**src/bhc_pkg.sv**
```systemverilog
`timescale 1ns / 1ps
`default_nettype none

package bhc_pkg;

    // default sizing
    localparam int MAX_LEN_DEF  = 4096;
    localparam int ALPHABET_DEF = 256;

    // size accumulator and summary field width
    localparam int SIZE_W   = 10;
    localparam int SIZE_MAX = (1 << SIZE_W) - 1;

    // encoding costs and digit limits
    localparam int COST_NEW      = 2;
    localparam int DIGIT_SPLIT   = 10;
    localparam int TWO_DIGIT_MAX = 99;
    localparam logic [7:0] ASCII_ZERO = 8'h30;

    // result kinds, carried on the output tuser
    typedef enum logic [1:0] {
        KIND_SUMMARY = 2'd0,
        KIND_ENTRY   = 2'd1,
        KIND_DONE    = 2'd2
    } t_kind;

    // tens digit of a value up to 99: multiply by 205/2048
    function automatic logic [3:0] digit_tens(input logic [6:0] v);
        logic [14:0] p;
        p = 15'(v) * 15'd205;
        return p[14:11];
    endfunction

endpackage

`default_nettype wire

```
**src/byte_histogram_compressor.sv**
```systemverilog
`timescale 1ns / 1ps
`default_nettype none

// Byte: accepted in idle, then a read-modify-write of the count memory;
// a byte dropped past the length limit skips the memory update.
// Last byte: the summary word is loaded after the count update.
// Drain word: the scan steps past empty entries to the next entry, or to the end.
// A full output register holds a summary or drain step until the word is taken.
// Reset is synchronous, active low; the table clears at once via valid bits.
module byte_histogram_compressor
    import bhc_pkg::*;
#(
    parameter int MAX_LEN  = MAX_LEN_DEF,
    parameter int ALPHABET = ALPHABET_DEF,
    localparam int CW        = $clog2(MAX_LEN + 1),
    localparam int OUT_W     = 8 + CW + 8 + 8 + 1 + 1 + SIZE_W + 1 + 1,
    localparam int OUT_BYTES = (OUT_W + 7) / 8
) (
    input  wire logic                   i_clk,
    input  wire logic                   i_rst_n,
    input  wire logic                   i_s_tvalid,
    output logic                        o_s_tready,
    input  wire logic [7:0]             i_s_tdata,  // data_byte
    input  wire logic [0:0]             i_s_tuser,  // cmd
    input  wire logic                   i_s_tlast,  // last
    output logic                        o_m_tvalid,
    input  wire logic                   i_m_tready,
    // symbol, count, tens_char, ones_char, two_digits, too_large,
    // compressed_len, use_compressed, overflow
    output logic [OUT_BYTES*8-1:0]      o_m_tdata,
    output logic [1:0]                  o_m_tuser   // kind
);

    localparam int AW = $clog2(ALPHABET);
    localparam int PW = AW + 1;

    typedef enum logic [1:0] {
        S_IDLE,
        S_UPD,
        S_SUM,
        S_SCAN
    } t_state;

    t_state                 r_state, n_state;
    logic [SIZE_W-1:0]      r_size, n_size;
    logic [CW-1:0]          r_len, n_len;
    logic [PW-1:0]          r_ptr, n_ptr;
    logic                   r_ovf, n_ovf;
    logic [AW-1:0]          r_addr, n_addr;
    logic                   r_last, n_last;
    logic                   r_out_valid, n_out_valid;
    t_kind                  r_out_kind, n_out_kind;
    logic [OUT_BYTES*8-1:0] r_out_data, n_out_data;

    logic          mem_rd_en, mem_wr_en, mem_clear;
    logic [AW-1:0] mem_rd_addr;
    logic [CW-1:0] mem_rd_data, mem_wr_data;

    logic                out_free;
    logic                ptr_in;
    logic [CW-1:0]       cnt_inc;
    logic [SIZE_W:0]     size_sum;
    logic                big, two;
    logic [6:0]          v7;
    logic [3:0]          tens, ones;
    logic [7:0]          tens_char, ones_char;
    logic                scan_done;

    bhc_count_mem #(
        .DEPTH (ALPHABET),
        .AW    (AW),
        .CW    (CW)
    ) u_mem (
        .i_clk     (i_clk),
        .i_rst_n   (i_rst_n),
        .i_rd_en   (mem_rd_en),
        .i_rd_addr (mem_rd_addr),
        .i_wr_en   (mem_wr_en),
        .i_wr_addr (r_addr),
        .i_wr_data (mem_wr_data),
        .i_clear   (mem_clear),
        .o_rd_data (mem_rd_data)
    );

    assign o_s_tready = (r_state == S_IDLE);
    assign out_free   = !r_out_valid || i_m_tready;
    assign ptr_in     = (32'(r_ptr) < ALPHABET);

    // count update arithmetic
    assign cnt_inc     = mem_rd_data + 1'b1;
    assign mem_wr_data = cnt_inc;
    assign size_sum    = {1'b0, r_size}
                       + ((mem_rd_data == '0) ? (SIZE_W+1)'(COST_NEW) : '0)
                       + ((cnt_inc == CW'(DIGIT_SPLIT)) ? (SIZE_W+1)'(1) : '0);

    // digit split of the scanned count
    assign big       = (32'(mem_rd_data) > TWO_DIGIT_MAX);
    assign two       = (32'(mem_rd_data) >= DIGIT_SPLIT);
    assign v7        = 7'(mem_rd_data);
    assign tens      = digit_tens(v7);
    assign ones      = 4'(v7 - 7'(tens) * 7'(DIGIT_SPLIT));
    assign tens_char = (!big && two) ? (ASCII_ZERO + 8'(tens)) : '0;
    assign ones_char = !big ? (ASCII_ZERO + 8'(ones)) : '0;

    assign scan_done = (r_state == S_SCAN) && !ptr_in && out_free;

    // next-state logic
    always_comb begin
        n_state     = r_state;
        n_size      = r_size;
        n_len       = r_len;
        n_ptr       = r_ptr;
        n_ovf       = r_ovf;
        n_addr      = r_addr;
        n_last      = r_last;
        n_out_valid = r_out_valid;
        n_out_kind  = r_out_kind;
        n_out_data  = r_out_data;
        mem_rd_en   = 1'b0;
        mem_rd_addr = r_ptr[AW-1:0];
        mem_wr_en   = 1'b0;
        mem_clear   = 1'b0;

        if (i_m_tready) begin
            n_out_valid = 1'b0;
        end

        case (r_state)
            S_IDLE: begin
                if (i_s_tvalid) begin
                    n_last = i_s_tlast;
                    if (i_s_tuser[0]) begin
                        // drain: fetch entry under the pointer
                        mem_rd_en   = ptr_in;
                        mem_rd_addr = r_ptr[AW-1:0];
                        n_state     = S_SCAN;
                    end else if (32'(r_len) >= MAX_LEN) begin
                        n_ovf   = 1'b1;
                        n_state = i_s_tlast ? S_SUM : S_IDLE;
                    end else if (32'(i_s_tdata) >= ALPHABET) begin
                        n_state = i_s_tlast ? S_SUM : S_IDLE;
                    end else begin
                        mem_rd_en   = 1'b1;
                        mem_rd_addr = i_s_tdata[AW-1:0];
                        n_addr      = i_s_tdata[AW-1:0];
                        n_state     = S_UPD;
                    end
                end
            end
            S_UPD: begin
                mem_wr_en = 1'b1;
                n_len     = r_len + 1'b1;
                n_size    = size_sum[SIZE_W] ? SIZE_W'(SIZE_MAX) : size_sum[SIZE_W-1:0];
                n_state   = r_last ? S_SUM : S_IDLE;
            end
            S_SUM: begin
                if (out_free) begin
                    n_out_valid = 1'b1;
                    n_out_kind  = KIND_SUMMARY;
                    n_out_data  = (OUT_BYTES*8)'({r_ovf,
                                                 (32'(r_size) < 32'(r_len)),
                                                 r_size,
                                                 1'b0, 1'b0, 8'd0, 8'd0,
                                                 CW'(0), 8'd0});
                    n_state     = S_IDLE;
                end
            end
            S_SCAN: begin
                if (ptr_in && mem_rd_data != '0) begin
                    // non-empty entry: report it once the output is free
                    if (out_free) begin
                        n_out_valid = 1'b1;
                        n_out_kind  = KIND_ENTRY;
                        n_out_data  = (OUT_BYTES*8)'({1'b0, 1'b0, SIZE_W'(0),
                                                     big, two, ones_char, tens_char,
                                                     mem_rd_data, 8'(r_ptr[AW-1:0])});
                        n_ptr       = r_ptr + 1'b1;
                        n_state     = S_IDLE;
                    end
                end else if (ptr_in) begin
                    // empty entry: step on and fetch the next one
                    n_ptr       = r_ptr + 1'b1;
                    mem_rd_en   = (32'(n_ptr) < ALPHABET);
                    mem_rd_addr = n_ptr[AW-1:0];
                end else if (out_free) begin
                    // end of table: report and clear everything
                    n_out_valid = 1'b1;
                    n_out_kind  = KIND_DONE;
                    n_out_data  = '0;
                    mem_clear   = 1'b1;
                    n_size      = '0;
                    n_len       = '0;
                    n_ptr       = '0;
                    n_ovf       = 1'b0;
                    n_state     = S_IDLE;
                end
            end
            default: begin
                n_state = S_IDLE;
            end
        endcase
    end

    // state and registered outputs
    always_ff @(posedge i_clk) begin
        if (!i_rst_n) begin
            r_state     <= S_IDLE;
            r_size      <= '0;
            r_len       <= '0;
            r_ptr       <= '0;
            r_ovf       <= 1'b0;
            r_last      <= 1'b0;
            r_out_valid <= 1'b0;
        end else begin
            r_state     <= n_state;
            r_size      <= n_size;
            r_len       <= n_len;
            r_ptr       <= n_ptr;
            r_ovf       <= n_ovf;
            r_last      <= n_last;
            r_out_valid <= n_out_valid;
        end
        r_addr     <= n_addr;
        r_out_kind <= n_out_kind;
        r_out_data <= n_out_data;
    end

    assign o_m_tvalid = r_out_valid;
    assign o_m_tdata  = r_out_data;
    assign o_m_tuser  = r_out_kind;

    // checks
    a_upd_one_cycle: assert property (@(posedge i_clk) disable iff (!i_rst_n)
        (r_state == S_UPD) |=> (r_state != S_UPD))
        else $error("count update held longer than one cycle");

    a_done_clears: assert property (@(posedge i_clk) disable iff (!i_rst_n)
        scan_done |=> (r_size == '0 && r_len == '0 && r_ptr == '0 && !r_ovf))
        else $error("drain end did not clear state");

    a_len_bound: assert property (@(posedge i_clk) disable iff (!i_rst_n)
        32'(r_len) <= MAX_LEN)
        else $error("input length beyond limit");

    a_ptr_bound: assert property (@(posedge i_clk) disable iff (!i_rst_n)
        32'(r_ptr) <= ALPHABET)
        else $error("scan pointer beyond table");

    a_no_lost_result: assert property (@(posedge i_clk) disable iff (!i_rst_n)
        (o_m_tvalid && !i_m_tready && r_state == S_SCAN) |=> o_m_tvalid)
        else $error("pending result dropped during scan");

endmodule

`default_nettype wire

```
**src/bhc_count_mem.sv**
```systemverilog
`timescale 1ns / 1ps
`default_nettype none

// Count table: one synchronous memory plus a valid bit per entry.
// An entry that is not valid reads as zero, so a clear only resets the valid bits.
module bhc_count_mem #(
    parameter int DEPTH = 256,
    parameter int AW    = 8,
    parameter int CW    = 13
) (
    input  wire logic          i_clk,
    input  wire logic          i_rst_n,
    input  wire logic          i_rd_en,
    input  wire logic [AW-1:0] i_rd_addr,
    input  wire logic          i_wr_en,
    input  wire logic [AW-1:0] i_wr_addr,
    input  wire logic [CW-1:0] i_wr_data,
    input  wire logic          i_clear,
    output logic      [CW-1:0] o_rd_data
);

    logic [CW-1:0]    r_mem [DEPTH];
    logic [DEPTH-1:0] r_valid;
    logic [CW-1:0]    r_rd_data;
    logic             r_rd_valid;

    // storage array, no reset
    always_ff @(posedge i_clk) begin
        if (i_wr_en) begin
            r_mem[i_wr_addr] <= i_wr_data;
        end
        if (i_rd_en) begin
            r_rd_data <= r_mem[i_rd_addr];
        end
    end

    // valid bits and registered read qualifier
    always_ff @(posedge i_clk) begin
        if (!i_rst_n) begin
            r_valid    <= '0;
            r_rd_valid <= 1'b0;
        end else begin
            if (i_clear) begin
                r_valid <= '0;
            end else if (i_wr_en) begin
                r_valid[i_wr_addr] <= 1'b1;
            end
            if (i_rd_en) begin
                r_rd_valid <= r_valid[i_rd_addr];
            end
        end
    end

    assign o_rd_data = r_rd_valid ? r_rd_data : '0;

endmodule

`default_nettype wire

```
**config.mk**
```make
export PLATFORM = sky130hd
export DESIGN_NAME = byte_histogram_compressor
export DESIGN_NICKNAME = d
export VERILOG_FILES = /design/src/bhc_pkg.sv /design/src/byte_histogram_compressor.sv /design/src/bhc_count_mem.sv
export SDC_FILE = /design/constraint.sdc
export NUM_CORES = 2
export LEC_CHECK = 0
export BUFFER_PORTS_ARGS = -buffer_cell sky130_fd_sc_hd__buf_2
export CAP_MARGIN = 15
export CORE_ASPECT_RATIO = 0.8
export CORE_MARGIN = 2
export CORE_UTILIZATION = 45
export CTS_CLUSTER_SIZE = 12
export DETAILED_ROUTE_END_ITERATION = 10
export PLACE_DENSITY = 0.66
export SKIP_LAST_GASP = 1
export SLEW_MARGIN = 20
export SYNTH_ARGS = -nofsm -noshare
export SYNTH_HDL_FRONTEND = slang
export SYNTH_SLANG_ARGS = --single-unit
```
**constraint.sdc**
```tcl
create_clock -name i_clk -period 16.97 [get_ports i_clk]
set_input_delay 0.8485 -clock i_clk [delete_from_list [all_inputs] [get_ports i_clk]]
set_output_delay 0.8485 -clock i_clk [all_outputs]
set_load 0.01 [all_outputs]
```
==> metrics.md <==
| Metric | Value |
|---|---|
| Status | complete, no violations |
| Register area share after synthesis | 72.8% |
| Routed Antenna Nets | 0 |
| Synth cell types | 86 |
| CP max stage cell | o211ai_4 |
| Multi-input logic area | roughly 0.038 mm2 |
| Delay-heaviest family, CP | buffers and inverters |
| Min Tclk post-route | just under 9000 ps |
| DR vias | between 90,000 and 100k |
| Worst Hold Class | input pin to flip-flop |
| RSZ-0062 raised after global routing | no |
| Setup_tns | 0 ps |
| Root Driver | clkbuf_16 |
| Worst path bufs/invs | 4 |
| LEAKAGE | 0.0551 uW |
| Post-CTS Setup Bufs | 0 |
| Mapped Avg Cell Area | 13.4 um2 |
| RD Place Congestion | ~0.93 |
| Port bufs | 64 |
| Initial antenna violation count | 35 |
| Final wirelength | 444,000 um |
| Final Max Slew Viols | 0 |
| Area share of the largest cell type after synthesis | between 60% and 70% |
| CP arrival | ~9400 ps |
| Final core utilization | roughly half |
| Clock sink count | about 3,700 |
| Max-cap violation count | 0 |
| Crit path cell chain | nand2_4 -> ha_1 -> nor3b_1 -> nand4_1 -> nand2_1 -> o211ai_4 -> buf_4 -> buf_12 -> buf_4 -> buf_4 -> mux4_2 -> mux2_2 -> a2bb2oi_1 -> nand4_1 -> a2111oi_0 -> a211o_1 -> a31oi_1 |
| Cells after synthesis | 11,100 |
| FP Rows | approximately 190 |
| Gr ovfl total | 0 |
| Async S/R FF share, synth | 0% |
| Hold Crit Depth | 1 |
| FILL cells | between 20,000 and 30,000 |
| Max VDD drop | about 0.096 mV |
| Post-synth EDFFs | roughly 3,400 |
| Pwr Density | around 120 mW/mm2 |
| Vias per std cell | ~6.2 |
| Area of the die | ~0.33 mm2 |
| Worst-margin pin slew | between 1000 and 1500 ps |
| First-pass GRT wire length | 642,000 um |
| Startpoint class of the critical path | flip-flop |
| Fin crit share | ~51% |
| Share of cells above drive strength 1 | 10.5% |
| Yosys reg bits | ~3,700 |
| Drt pass-1 iters | 9 |
| Routed wire per std cell | around 28 um |
| Yosys warning count | 0 |
| Hpwl dp | 253,000 um |
| Crit Path Class | flip-flop to flip-flop |
| Fin nets | roughly 11,000 |
| Sequential cell area | about 0.11 mm2 |
| I/O Pins | 74 |
| Initial Util | between 40% and 50% |
| Yosys top cell by area | edfxtp_1 |
| Post-CTS sizing | 0 |
| Syn Std Cell Area | between 0.1 and 0.15 mm2 |
| CP peak stage delay | 890 ps |
| R2R depth | 17 |
| Die W | around 650 um |
| Ranking of synthesized cells by area | edfxtp_1 (69%), nand2_1 (5.8%), dfxtp_1 (4.0%) |
| Critical path depth | 17 |
| Largest net degree at the start of global routing | 192 |
| Hold Buf Count CTS | 0 |
| GRT Total Usage | ~26% |
| Final Total Pwr | about 21,000 uW |
| Starting DRT DRC Count | about 16,000 |
| Placeable core area | ~0.33 mm2 |
| Commonest cells post-synth | edfxtp_1 (3,396), nand2_1 (2,293), nor2_1 (858) |
| Clk pin slew, worst setup/hold paths | approximately 60 ps |
| Die H | around 520 um |
| Setup Skew | roughly 95 ps |
| Worst path most repeated cell | buf_4 |
| Clock tree buffer depth | 4 |
| Vias in the first global route | between 90,000 and 100k |
| Slew headroom | 16.6% |
| Area growth syn-to-layout | 11.7% |
| Critical Path End Type | flip-flop |
| CTS tree | done |
| Crit path required time | ~18,000 ps |
| Drc violations | 0 |
| H-tree depth | 5 |
| CP max FO | a little under 90 |
| Total CTS buffers | around 370 |
| Worst-case hold slack | 233 ps |
| Final setup viols | 0 |
| Top-count cell post-synth | edfxtp_1 |
| Final hold violation count | 0 |
| Fmax | around 110 MHz |
| Primary FF master, synth | edfxtp_1 |
| Clk_lat worst skew | ~950 ps |
-- cell type report --
| class | instances | share of cell area [%] |
|---|---|---|
| Sequential cell | 3690 | 65.2 |
| Multi-Input combinational cell | 6535 | 22.7 |
| Clock buffer | 618 | 6.41 |
| Tap cell | 4370 | 3.30 |
| Timing Repair Buffer | 411 | 2.03 |
| Clock inverter | 41 | 0.231 |
| Inverter | 55 | 0.125 |
| Antenna cell | 12 | 0.0181 |
-- cells in the final DEF, fill, tap and decap left out, types with 88 or more instances in the layout --
master,count
nand3_1,553
clkbuf_16,375
mux4_2,119
nor2_1,749
a31oi_1,196
a21oi_1,276
nor3b_1,101
a311oi_1,341
a211oi_1,473
dfxtp_1,294
nor2_2,88
and3_1,615
buf_4,314
clkbuf_1,212
nand2_1,2278
o21ai_0,90
edfxtp_1,3396
-- path summary, 6_finish.rpt --
path / start / endpoint / slack [ps]
worst max-delay path: u_mem.r_rd_valid$_SDFFE_PN0P_ / u_mem.r_rd_valid$_SDFFE_PN0P_ / 8250
worst min-delay path: i_s_tdata[5] / r_addr[5]$_DFFE_PP_ / 230
worst max register to register: u_mem.r_rd_valid$_SDFFE_PN0P_ / u_mem.r_rd_valid$_SDFFE_PN0P_ / 8250
worst min register to register: r_last$_SDFFE_PN0P_ / r_last$_SDFFE_PN0P_ / 460
-- worst register-to-register path: stages (launching register included) --
cell and delay (ps):
dfxtp_1 830, nand2_4 620, ha_1 560, nor3b_1 170
nand4_1 170, nand2_1 200, o211ai_4 890, buf_4 630
buf_12 430, buf_4 770, buf_4 770, mux4_2 640
mux2_2 290, a2bb2oi_1 140, nand4_1 490, a2111oi_0 620
a211o_1 150, a31oi_1 110
-- cells by family after synthesis --
logic type	after synthesis	share of synthesized area, %
other	1	0.00253
buffers and inverters	875	2.48
multiplexers	130	1.89
flip-flops	3690	72.8
AO/OA/AOI/OAI	1666	8.15
AND/OR/NAND/NOR	4626	13.9
XOR/XNOR	33	0.195
adder cells (fa/ha/maj)	71	0.645
-- flip-flops by register name, summed over array words and instances, names as in the netlist, 8 cells and up --
signal	flops
u_mem.r_rd_data	13
u_mem.r_valid	256
r_ptr	9
o_m_tdata	45
r_len	13
u_mem.r_mem	3328
r_addr	8
r_size	10
-- power by group --
group          switching (uW)  total [uW]  internal [uW]
Sequential               69.0       10400          10300
Combinational            1990        2610            620
Clock                    3370        7650           4270
-- through the flow --
| step | area, um2 | setup WS, ps | cells |
|---|---|---|---|
| final | 166000 | 8250 | 15700 |
| after global routing | 166000 | 7860 | 15700 |
| after CTS | 165000 | 8570 | 15700 |
| after detailed placement | 154000 | 8590 | 15100 |
| after global placement | 154000 | 7440 | 15000 |
| after floorplan | 148000 | 2280 | 11100 |
-- per-layer routing --
| layer | global-route usage (%) | part of all wire (%) |
|---|---|---|
| met5 | 0 | 0.049 |
| met4 | 8.96 | 3.6 |
| met3 | 7.69 | 14 |
| met2 | 37.5 | 43 |
| met1 | 37.4 | 40 |
Power figures use the tool's default switching activity.
